==> config.mk <==
export PLATFORM = sky130hd
export DESIGN_NAME = load_cell_weight_median_filter_unit
export DESIGN_NICKNAME = d
export VERILOG_FILES = /design/src/rtl/lcwmf_pkg.sv /design/src/rtl/lcwmf_div.sv /design/src/rtl/lcwmf_cell.sv /design/src/rtl/load_cell_weight_median_filter_unit.sv
export SDC_FILE = /design/constraint.sdc
export NUM_CORES = 1
export LEC_CHECK = 0
export BUFFER_PORTS_ARGS = -buffer_cell sky130_fd_sc_hd__buf_2
export CORE_AREA = 3 3 150 188
export CTS_BUF_LIST = sky130_fd_sc_hd__clkbuf_16
export CTS_CLUSTER_DIAMETER = 200
export CTS_CLUSTER_SIZE = 28
export DETAILED_ROUTE_END_ITERATION = 8
export DIE_AREA = 0 0 153 191
export PLACE_DENSITY = 0.74
export SKIP_LAST_GASP = 1
export SLEW_MARGIN = 20
export SYNTH_ARGS = -nofsm -noshare
export SYNTH_HDL_FRONTEND = slang
export SYNTH_SLANG_ARGS = --single-unit
==> constraint.sdc <==
create_clock -name clk_i -period 11.1 [get_ports clk_i]
set_input_delay 0 -clock clk_i [delete_from_list [all_inputs] [get_ports clk_i]]
set_output_delay 0 -clock clk_i [all_outputs]
set_load 0.02 [all_outputs]
==> src/rtl/lcwmf_pkg.sv <==
// Shared widths, codes and types for the load cell weight median filter.
package lcwmf_pkg;

  // Field widths
  localparam int CODE_W    = 24;
  localparam int CAL_W     = 16;
  localparam int WEIGHT_W  = 28;
  localparam int IN_DATA_W = 48;
  localparam int OUT_DATA_W = 32;

  // Defaults of the top-level parameters
  localparam int DEF_WINDOW_LEN = 5;
  localparam int DEF_MIDDLE_POS = 2;

  // Converter and weight constants
  localparam logic [CODE_W-1:0]   SIGN_FLIP    = 24'h800000;
  localparam logic [WEIGHT_W-1:0] GLITCH_VALUE = 28'd11164458;
  localparam logic [CAL_W-1:0]    CAL_RESET    = 16'd6155;   // 384.6875 in Q12.4

  // Configuration register indexes
  localparam int CFG_IDX_W = 1;
  localparam logic [CFG_IDX_W-1:0] CFG_TARE = 1'b0;
  localparam logic [CFG_IDX_W-1:0] CFG_CAL  = 1'b1;

  // Divider: one quotient bit per step
  localparam int DIV_STEPS = WEIGHT_W;
  localparam int DIV_CNT_W = $clog2(DIV_STEPS);

  // Sequencer states
  typedef enum logic [1:0] {
    ST_IDLE,
    ST_DIV,
    ST_INS,
    ST_EMIT
  } lcwmf_state_e;

  // Per-cell control for one insertion
  typedef struct packed {
    logic load;     // insertion happens at this edge
    logic used;     // cell holds a live entry
    logic at_fill;  // first free cell
  } lcwmf_cell_ctrl_t;

endpackage

==> src/rtl/lcwmf_div.sv <==
// Restoring divider, one quotient bit per cycle.
module lcwmf_div
  import lcwmf_pkg::*;
(
  input  logic                clk_i,
  input  logic                rst_ni,
  input  logic                start_i,
  input  logic [WEIGHT_W-1:0] dividend_i,
  input  logic [CAL_W-1:0]    divisor_i,
  output logic                done_o,
  output logic [WEIGHT_W-1:0] quotient_o
);

  logic                 active_q, active_d;
  logic [DIV_CNT_W-1:0] cnt_q, cnt_d;
  logic [WEIGHT_W-1:0]  quo_q, quo_d;
  logic [CAL_W-1:0]     rem_q, rem_d;
  logic [CAL_W-1:0]     div_q, div_d;
  logic [CAL_W:0]       trial;
  logic [CAL_W:0]       diff;
  logic                 ge;

  localparam logic [DIV_CNT_W-1:0] LAST_STEP = DIV_CNT_W'(DIV_STEPS - 1);

  // Trial subtract of the shifted remainder
  assign trial = {rem_q, quo_q[WEIGHT_W-1]};
  assign ge    = (trial >= {1'b0, div_q});
  assign diff  = trial - {1'b0, div_q};

  always_comb begin
    active_d = active_q;
    cnt_d    = cnt_q;
    quo_d    = quo_q;
    rem_d    = rem_q;
    div_d    = div_q;
    if (start_i) begin
      active_d = 1'b1;
      cnt_d    = '0;
      quo_d    = dividend_i;
      rem_d    = '0;
      div_d    = divisor_i;
    end else if (active_q) begin
      quo_d = {quo_q[WEIGHT_W-2:0], ge};
      rem_d = ge ? diff[CAL_W-1:0] : trial[CAL_W-1:0];
      cnt_d = cnt_q + 1'b1;
      if (cnt_q == LAST_STEP) begin
        active_d = 1'b0;
      end
    end
  end

  // Hold control under reset
  always_ff @(posedge clk_i or negedge rst_ni) begin
    if (!rst_ni) begin
      active_q <= 1'b0;
      cnt_q    <= '0;
    end else begin
      active_q <= active_d;
      cnt_q    <= cnt_d;
    end
  end

  // Datapath registers
  always_ff @(posedge clk_i) begin
    quo_q <= quo_d;
    rem_q <= rem_d;
    div_q <= div_d;
  end

  assign done_o     = active_q && (cnt_q == LAST_STEP);
  assign quotient_o = quo_q;

endmodule

==> src/rtl/lcwmf_cell.sv <==
// One cell of the sorted store: keeps an entry and shifts in from its lower neighbour.
module lcwmf_cell
  import lcwmf_pkg::*;
(
  input  logic                clk_i,
  input  lcwmf_cell_ctrl_t    ctrl_i,
  input  logic [WEIGHT_W-1:0] new_i,
  input  logic [WEIGHT_W-1:0] left_entry_i,
  input  logic                left_gt_i,
  output logic [WEIGHT_W-1:0] entry_o,
  output logic                gt_o
);

  logic [WEIGHT_W-1:0] entry_q, entry_d;
  logic                take;

  // Live entry above the new value must make room
  assign gt_o = ctrl_i.used && (entry_q > new_i);
  assign take = ctrl_i.load && (gt_o || (!ctrl_i.used && ctrl_i.at_fill));

  // Take the lower neighbour if it also moves up, else the new value
  always_comb begin
    entry_d = entry_q;
    if (take) begin
      entry_d = left_gt_i ? left_entry_i : new_i;
    end
  end

  always_ff @(posedge clk_i) begin
    entry_q <= entry_d;
  end

  assign entry_o = entry_q;

endmodule

==> src/rtl/load_cell_weight_median_filter_unit.sv <==
// Top level: weight from converter words, divide by calibration, block median filter.
//
//  channel | dir | handshake                     | payload
//  --------+-----+-------------------------------+-------------------------------------
//  s_axis  | in  | s_axis_tvalid / s_axis_tready | tdata: first_code, second_code
//  m_axis  | out | m_axis_tvalid / m_axis_tready | tdata: weight_out; tuser: median_valid
//  cfg     | in  | cfg_valid_i / cfg_ready_o     | cfg_index_i, cfg_data_i
//
// An item passes from acceptance through the bit-serial divide (one quotient bit a
// cycle, loaded at the accepting edge), the insertion into the cell row and the load
// of the result; input is taken again after that load. Results give the running max
// until the window closes, then its median. Reset clears the sequencer, fill count,
// tare and valid flags and sets CAL_RESET; data registers and store cells are not
// reset. A stalled result holds; the next item is taken while the result waits.
module load_cell_weight_median_filter_unit
  import lcwmf_pkg::*;
#(
  parameter int WINDOW_LEN = DEF_WINDOW_LEN,
  parameter int MIDDLE_POS = DEF_MIDDLE_POS
) (
  input  logic                  clk_i,
  input  logic                  rst_ni,
  // stream in
  input  logic                  s_axis_tvalid,
  output logic                  s_axis_tready,
  input  logic [IN_DATA_W-1:0]  s_axis_tdata,   // [23:0] first_code, [47:24] second_code
  // stream out
  output logic                  m_axis_tvalid,
  input  logic                  m_axis_tready,
  output logic [OUT_DATA_W-1:0] m_axis_tdata,   // [27:0] weight_out, [31:28] zero
  output logic                  m_axis_tuser,   // [0] median_valid
  // configuration
  input  logic                  cfg_valid_i,
  output logic                  cfg_ready_o,
  input  logic [CFG_IDX_W-1:0]  cfg_index_i,
  input  logic [CODE_W-1:0]     cfg_data_i
);

  localparam int FILL_W = $clog2(WINDOW_LEN);
  localparam int MID    = (MIDDLE_POS < WINDOW_LEN) ? MIDDLE_POS : WINDOW_LEN - 1;
  localparam logic [FILL_W-1:0] FILL_LAST = FILL_W'(WINDOW_LEN - 1);

  lcwmf_state_e          state_q, state_d;
  logic [CODE_W-1:0]     tare_q, tare_d;
  logic [CAL_W-1:0]      cal_q, cal_d;
  logic [FILL_W-1:0]     fill_q, fill_d;
  logic [WEIGHT_W-1:0]   max_q, max_d;
  logic                  zero_q, zero_d;
  logic                  out_valid_q, out_valid_d;
  logic [WEIGHT_W-1:0]   out_weight_q, out_weight_d;
  logic                  out_median_q, out_median_d;

  logic                  in_acc;
  logic [CODE_W-1:0]     code1, code2, diff;
  logic                  div_start, div_done;
  logic [WEIGHT_W-1:0]   dividend, quotient, weight;
  logic                  cells_load;

  logic [WEIGHT_W-1:0]   entry [WINDOW_LEN];
  logic                  gt    [WINDOW_LEN];

  // Configuration writes
  assign cfg_ready_o = 1'b1;

  always_comb begin
    tare_d = tare_q;
    cal_d  = cal_q;
    if (cfg_valid_i) begin
      unique case (cfg_index_i)
        CFG_TARE: tare_d = cfg_data_i;
        CFG_CAL:  cal_d  = cfg_data_i[CAL_W-1:0];
        default:  ;
      endcase
    end
  end

  // Offset-binary codes and tare difference
  assign code1    = s_axis_tdata[CODE_W-1:0] ^ SIGN_FLIP;
  assign code2    = s_axis_tdata[2*CODE_W-1:CODE_W] ^ SIGN_FLIP;
  assign diff     = (code2 > tare_q) ? (code2 - tare_q) : '0;
  assign dividend = {diff, 4'b0000};

  assign s_axis_tready = (state_q == ST_IDLE);
  assign in_acc        = s_axis_tvalid && s_axis_tready;
  assign div_start     = in_acc;

  lcwmf_div u_div (
    .clk_i      (clk_i),
    .rst_ni     (rst_ni),
    .start_i    (div_start),
    .dividend_i (dividend),
    .divisor_i  (cal_q),
    .done_o     (div_done),
    .quotient_o (quotient)
  );

  // Drop the glitch value and gated readings
  assign weight = (zero_q || (quotient == GLITCH_VALUE)) ? '0 : quotient;

  // Row of store cells
  generate
    for (genvar k = 0; k < WINDOW_LEN; k++) begin : g_cell
      lcwmf_cell_ctrl_t    ctrl;
      logic [WEIGHT_W-1:0] left_entry;
      logic                left_gt;

      assign ctrl.load    = cells_load;
      assign ctrl.used    = (FILL_W'(k) < fill_q);
      assign ctrl.at_fill = (FILL_W'(k) == fill_q);

      if (k == 0) begin : g_first
        assign left_entry = '0;
        assign left_gt    = 1'b0;
      end else begin : g_rest
        assign left_entry = entry[k-1];
        assign left_gt    = gt[k-1];
      end

      lcwmf_cell u_cell (
        .clk_i        (clk_i),
        .ctrl_i       (ctrl),
        .new_i        (weight),
        .left_entry_i (left_entry),
        .left_gt_i    (left_gt),
        .entry_o      (entry[k]),
        .gt_o         (gt[k])
      );
    end
  endgenerate

  // Sequencer
  always_comb begin
    state_d      = state_q;
    fill_d       = fill_q;
    max_d        = max_q;
    zero_d       = zero_q;
    out_valid_d  = out_valid_q;
    out_weight_d = out_weight_q;
    out_median_d = out_median_q;
    cells_load   = 1'b0;

    if (m_axis_tready) begin
      out_valid_d = 1'b0;
    end

    unique case (state_q)
      ST_IDLE: begin
        if (in_acc) begin
          zero_d  = (code1 <= tare_q);
          state_d = ST_DIV;
        end
      end
      ST_DIV: begin
        if (div_done) begin
          state_d = ST_INS;
        end
      end
      ST_INS: begin
        cells_load = 1'b1;
        max_d      = ((fill_q == '0) || (weight > max_q)) ? weight : max_q;
        fill_d     = (fill_q == FILL_LAST) ? '0 : fill_q + 1'b1;
        state_d    = ST_EMIT;
      end
      ST_EMIT: begin
        // Fill count back at zero means the window just closed
        if (!out_valid_q || m_axis_tready) begin
          out_valid_d  = 1'b1;
          out_median_d = (fill_q == '0);
          out_weight_d = (fill_q == '0) ? entry[MID] : max_q;
          state_d      = ST_IDLE;
        end
      end
      default: state_d = ST_IDLE;
    endcase
  end

  // Control registers
  always_ff @(posedge clk_i or negedge rst_ni) begin
    if (!rst_ni) begin
      state_q     <= ST_IDLE;
      tare_q      <= '0;
      cal_q       <= CAL_RESET;
      fill_q      <= '0;
      out_valid_q <= 1'b0;
    end else begin
      state_q     <= state_d;
      tare_q      <= tare_d;
      cal_q       <= cal_d;
      fill_q      <= fill_d;
      out_valid_q <= out_valid_d;
    end
  end

  // Payload registers
  always_ff @(posedge clk_i) begin
    max_q        <= max_d;
    zero_q       <= zero_d;
    out_weight_q <= out_weight_d;
    out_median_q <= out_median_d;
  end

  assign m_axis_tvalid = out_valid_q;
  assign m_axis_tdata  = {{(OUT_DATA_W-WEIGHT_W){1'b0}}, out_weight_q};
  assign m_axis_tuser  = out_median_q;

endmodule

* After elaboration in Yosys (flattened, before gate mapping)
Cells that the tools add are included.
** Operators by class
- Magnitude comparators :: 10
- Multiplexer cells :: 22
- Add/sub/neg operators :: 4
- Reductions and logical operators :: 30
- Bitwise operators :: 3
- Equal/unequal tests :: 11
** Operators with widths (count)
- $mux W28 :: 6
- $gt A28 B28 Y1 :: 4
- $eq A28 B24 Y1 const B :: 1
- $gt A24 B24 Y1 :: 1
- $le A24 B24 Y1 :: 1
- $mux W24 :: 1
- $sub A24 B24 Y24 :: 1
- $ge A17 B16 Y1 :: 1
- $mux W16 :: 1
- $sub A16 B16 Y16 :: 1
- $logic_and A1 B1 Y1 :: 11
- $mux W5 :: 2
- $reduce_and A2 Y1 :: 5
- $pmux W2 S4 :: 1
- $mux W1 :: 7
- $logic_or A1 B1 Y1 :: 6
- $lt A1 B3 Y1 const A :: 2
- $mux W2 :: 3
- $add A5 B1 Y5 const B :: 1
- $eq A5 B5 Y1 const B :: 1
- $eq A2 B2 Y1 const B :: 2
- $logic_not A1 Y1 :: 4
- $ne A2 B2 Y1 const B :: 2
- $add A3 B1 Y3 const B :: 1
- other kinds (12) :: 14
** Word-level totals
- Output and inout port bits :: 36
- Flip-flop bits (word level) :: 254
- Bits of input ports :: 78

* Longest topological paths before layout
- Depth in word-level cells :: 7
- Mapped depth :: 17
- Gate-level depth less buffers :: 14

* Modules after synthesis
Synthesis repeated with hierarchy kept, for this count alone.
** Unflattened totals
- Cell total of the unflattened synthesis :: 1626
- Area total of the unflattened synthesis :: 16136.7 µm²
** Modules (own cells, without submodules)
- load_cell_weight_median_filter_unit :: cells each 710, seq. area each 2899.0 µm², area an instance 6831.6 µm², instances 1
- lcwmf_cell :: cells each 195, seq. area each 840.8 µm², area an instance 1864.3 µm², instances 3
- lcwmf_div :: cells each 331, seq. area each 1791.7 µm², area an instance 3712.3 µm², instances 1

* Worst setup path before layout
OpenSTA, ideal clock, no wires.
- Path kind :: reg-to-reg
- Start point :: register u_div.quo_q[13] (netlist: u_div.quotient_o[13])
- End point :: register g_cell[2].u_cell.entry_q[0], enable pin
- Buffers on the path :: 1
- Stages on the path, launching flop included :: 14
- Data arrival time :: 4722 ps
- Period minus slack after synthesis :: 5187 ps
- Path slack :: 5913 ps
- Setup time :: 465 ps
- Cell sequence :: edfxtp_1 -> or4b_1 -> nor3_1 -> a41oi_2 -> clkbuf_1 -> nand2_1 -> ha_1 -> a21o_1 -> a21o_1 -> a21oi_1 -> o21a_1 -> o211ai_1 -> a211oi_1 -> a311oi_1
** On the way
- Word-level cells in the longest chain between the ends :: 7
** RTL lines
- start: declaration :: RTL line lcwmf_div.sv:16 : logic [WEIGHT_W-1:0] quo_q, quo_d;
- start signal: assignment :: RTL line lcwmf_div.sv:65 : quo_q <= quo_d;
- $eq A28 B24 Y1 :: RTL line load_cell_weight_median_filter_unit.sv:98 : assign weight = (zero_q || (quotient == GLITCH_VALUE)) ? '0 : quotient;
- $logic_or A1 B1 Y1 :: RTL line load_cell_weight_median_filter_unit.sv:98
- $mux W28 * :: RTL line load_cell_weight_median_filter_unit.sv:98
- $gt A28 B28 Y1 * :: RTL line lcwmf_cell.sv:18 : assign gt_o = ctrl_i.used && (entry_q > new_i);
- $logic_and A1 B1 Y1 * :: RTL line lcwmf_cell.sv:18
- $logic_or A1 B1 Y1 * :: RTL line lcwmf_cell.sv:19 : assign take = ctrl_i.load && (gt_o || (!ctrl_i.used && ctrl_i.at_fill));
- $logic_and A1 B1 Y1 * :: RTL line lcwmf_cell.sv:19
- net g_cell[2].u_cell.take :: RTL line lcwmf_cell.sv:15 : logic take;
- end signal: assignment :: RTL line lcwmf_cell.sv:30 : entry_q <= entry_d;
- end: declaration :: RTL line lcwmf_cell.sv:14 : logic [WEIGHT_W-1:0] entry_q, entry_d;
The timed path passes the listed nets; every way through them passes the cells marked *.
A chain may end at the register's enable or synchronous reset.

* Worst setup path after layout
- Start point :: register u_div.quo_q[13] (netlist: u_div.quotient_o[13])
- End point :: register g_cell[0].u_cell.entry_q[17], enable pin
** On the way
- Word-level cells in the longest chain between the ends :: 7
** RTL lines (RTL line)
- $eq A28 B24 Y1 :: load_cell_weight_median_filter_unit.sv:98
- $logic_or A1 B1 Y1 :: load_cell_weight_median_filter_unit.sv:98
- $mux W28 * :: load_cell_weight_median_filter_unit.sv:98
- $gt A28 B28 Y1 * :: lcwmf_cell.sv:18
- $logic_and A1 B1 Y1 * :: lcwmf_cell.sv:18
- $logic_or A1 B1 Y1 * :: lcwmf_cell.sv:19
- $logic_and A1 B1 Y1 * :: lcwmf_cell.sv:19
- net g_cell[0].u_cell.take :: lcwmf_cell.sv:15
- end signal: assignment :: lcwmf_cell.sv:30
- end: declaration :: lcwmf_cell.sv:14
Marks and branches as above.

==> results.toml <==
[detailed_routing]
drt_iter0_markers = 723
route.detailed.drc = 0
via_per_inst = 6.043
wl_um = 35690
wire_per_inst_um = 19.11
num_vias = 11289
dr.pass1.iters = 5
antenna_left = 0

[die]
start_util_pct = 57.25
die-area_um2 = 29220
fp.dieW_um = 153
die_h_um = 191
rows = 67
coreArea_um2 = 26740
io_pins = 114

[synth]
synth_seq_cells = 254
ys_types = 81
ys_top_cells_by_area = "edfxtp_1, ha_1, dfrtp_1"
synth_area_um2 = 15310
synth-edff-count = 182
synth_warnings = 0
synth_top_cell_by_area = "edfxtp_1"
netlist_instances = 1392
yosysTopAreaCellShare_pct = 35.70
synth_area_per_cell_um2 = 11.00
seq_area_frac_synth_pct = 46.85
synth_flop_cell = "edfxtp_1"
async_reset_ff_share_pct = 20.47

[sta]
fin_setup_tns_ps = 0
max_freq_mhz = 205.1
slew_headroom_pct = 37.49
timing.final.crit_share_pct = 43.93
layout_min_cycle_time_ps = 4876
finalHoldViolCount = 0
rsz0062_at_grt = "false"
setup_violations = 0
worst_slack_ps = 6224
maxSlewViolCount = 0
fin_worst_skew_ps = 30.66
worst_slew_pin_slew_ps = 914.0

[clock_network]
cts_root_buf = "clkbuf_16"
cts_htree_levels = 1
clock_sinks = 254
cts_made_buffers = 13
clock_latency_ps = 490
path_clk_slew_ps = 120
clk_path_buf_depth = 3
cts_resized = 0
postCtsSetupBuffers = 0
tritoncts = "yes"
cts_hold_buf = 27

[setup_path]
slowest_stage = "a2111oi_0"
crit_arrival_ps = 5090
crit_path_end_kind = "flop"
start_kind = "flop"
crit_chain = "or4b_1 > nor3_1 > a41oi_4 > nand2_1 > ha_1 > a21o_1 > a21o_1 > a21oi_1 > o22ai_1 > a2111oi_0 > a21oi_2 > o21a_1 > buf_4"
r2r_cells = 13
critPathMostFrequentCell = "a21o_1"
worstSetupPathType = "reg2reg"
rr_startpoint = "u_div.quotient_o[13]"
crit_family = "compound AO/OA/AOI/OAI gates"
timing.rr.end = "g_cell[0].u_cell.entry_o[17]"
required_ps = 11310
cp_slowest_stage_delay_ps = 800
cp_num_buf_inv = 1
cp_max_fo = 28
reg2reg_slack_ps = 6220

[min_path]
hold_path_class = "in2reg"
whs_endpoint = "u_div.quotient_o[5]"
hold_depth = 3
min-delay-start = "s_axis_tdata[25]"

[power_and_ir_drop]
vdd_drop_max_uv = 225.4
clockPowerShare_pct = 13.4
p_total_mw = 3.983
seqPwrFrac_pct = 39.6
p_comb_share_pct = 47.0
p_leak_nw = 7.478
powerDensity_nw_per_um2 = 235.4
p_sw_mw = 1.558
p_int_mw = 2.425
swShare_pct = 39.11

[placement]
gp_congestion = 0.9153
dp.final_hpwl_um = 26910
place_inst = 1818
placed_cell_area_um2 = 16220
dpl_worst_slack_ps = 5615
portBuffers = 108

[cells_and_area]
final_cell_count_no_fill = 1868
most-common-layout-cells = "ha_1, edfxtp_1, nand2_1, inv_1"
design_area_um2 = 16920
area_growth_pct = 10.53
n_antenna_cell = 0
fin_nets = 1780
drive_gt1_share_pct = 15.63
layout_commonest_cell = "ha_1"

[global_routing]
grt_util_all_layers_pct = 24.00
grt_max_degree = 59
grt_pass1_wl_um = 57490
grt_pass1_vias = 11316
antenna_found_initial = 0
grt-ovfl-total = 0

[job]
cap_violations = 0

[outcome]
status = "finished clean"
## synthesized netlist by cell type, types with 7 or more instances
master	instances
a22o_1	14
a21oi_1	62
o21ai_0	108
nor3_1	19
a211oi_1	9
nand3_1	18
nand4_1	40
a31oi_1	11
xnor2_1	13
inv_1	118
mux2_2	73
or3_1	7
o21a_1	18
buf_2	7
a32o_1	10
nor2_1	45
mux2i_1	8
a21o_1	58
xor2_1	15
clkbuf_1	22
edfxtp_1	182
dfrtp_1	47
and3_1	12
and2_1	9
ha_1	184
dfxtp_1	20
nand2_1	127
nor2b_1	22
## power groups by stage
stage | clock, mW | sequential (mW) | combinational (mW)
finish | 0.535 | 1.58 | 1.87
global route | 0.575 | 1.60 | 2.09
CTS | 0.546 | 1.57 | 1.85
detailed placement | 0 | 1.59 | 1.84
global placement | 0 | 1.58 | 1.78
floorplan | 0 | 1.58 | 1.35
## worst register-to-register path: cells and delay by family, from the launching register on
family / cells / cell delay (ps)
compound gates: 8 / 2360
simple gates: 3 / 1170
flops: 1 / 450
buf+inv: 1 / 310
fa+ha+maj: 1 / 280
## layer usage
metal | share of wire, % | vias up | global-route usage, % | routed length [um]
met5 | 0 | - | 0 | 0
met4 | 2.6 | 0 | 6.651 | 935
li1 | - | 5430 | - | -
met1 | 43 | 5467 | 31.08 | 15350
met3 | 4.9 | 54 | 2.536 | 1748
met2 | 49 | 338 | 43.05 | 17670
## metrics by stage
stage	hold slack (ps)	utilization, %
3_3_place_gp	153.1	60.67
5_1_grt	26.37	63.28
4_1_cts	18.60	63.14
6_report	30.11	63.28
3_5_place_dp	156.4	60.67
2_1_floorplan	-295.6	-
## area by class of cell
cell class                 count  area, um2
fill                        2083       9819
multi-input combinational    981       7556
sequential                   254       7173
inverter                     118      442.9
timing repair buffer         148      928.4
clock inverter                 9      65.06
clock buffer                  13      325.3
tap                          345      431.7
## worst max-delay path by stage
stage / start / endpoint / slack [ps] / depth (start not counted)
after global routing: u_div.quotient_o[13] / g_cell[1].u_cell.entry_o[17] / 5980 / 11
after CTS: u_div.quotient_o[13] / g_cell[1].u_cell.entry_o[18] / 5560 / 11
after floorplan: u_div.quotient_o[13] / g_cell[2].u_cell.entry_o[0] / 5910 / 13
final: u_div.quotient_o[13] / g_cell[0].u_cell.entry_o[17] / 6220 / 13
after detailed placement: u_div.quotient_o[13] / g_cell[1].u_cell.entry_o[20] / 5620 / 12
after global placement: u_div.quotient_o[13] / g_cell[1].u_cell.entry_o[21] / 5770 / 12
## cells by family (layout without fill, tap and decap cells)
family | count (synthesis) | after routing | synth area share (%)
simple gates | 328 | 328 | 10.50
xor+xnor | 28 | 28 | 1.602
buf+inv | 160 | 288 | 4.274
mux | 81 | 81 | 5.892
other cells | 2 | 5 | 0.04905
compound gates | 353 | 353 | 15.53
flops | 254 | 254 | 46.85
fa+ha+maj | 186 | 186 | 15.30
## sequential cells by signal, indices dropped and copies added, names as in the netlist
register / cells
out_weight_q: 28
cal_q: 16
u_div.quotient_o: 28
state_q: 2
u_div.rem_q: 16
u_div.active_q: 1
u_div.div_q: 16
fill_q: 3
m_axis_tvalid: 1
tare_q: 24
max_q: 28
g_cell.u_cell.entry_o: 84
m_axis_tuser: 1
u_div.cnt_q: 5
zero_q: 1
(Power assumes the default switching activity.)
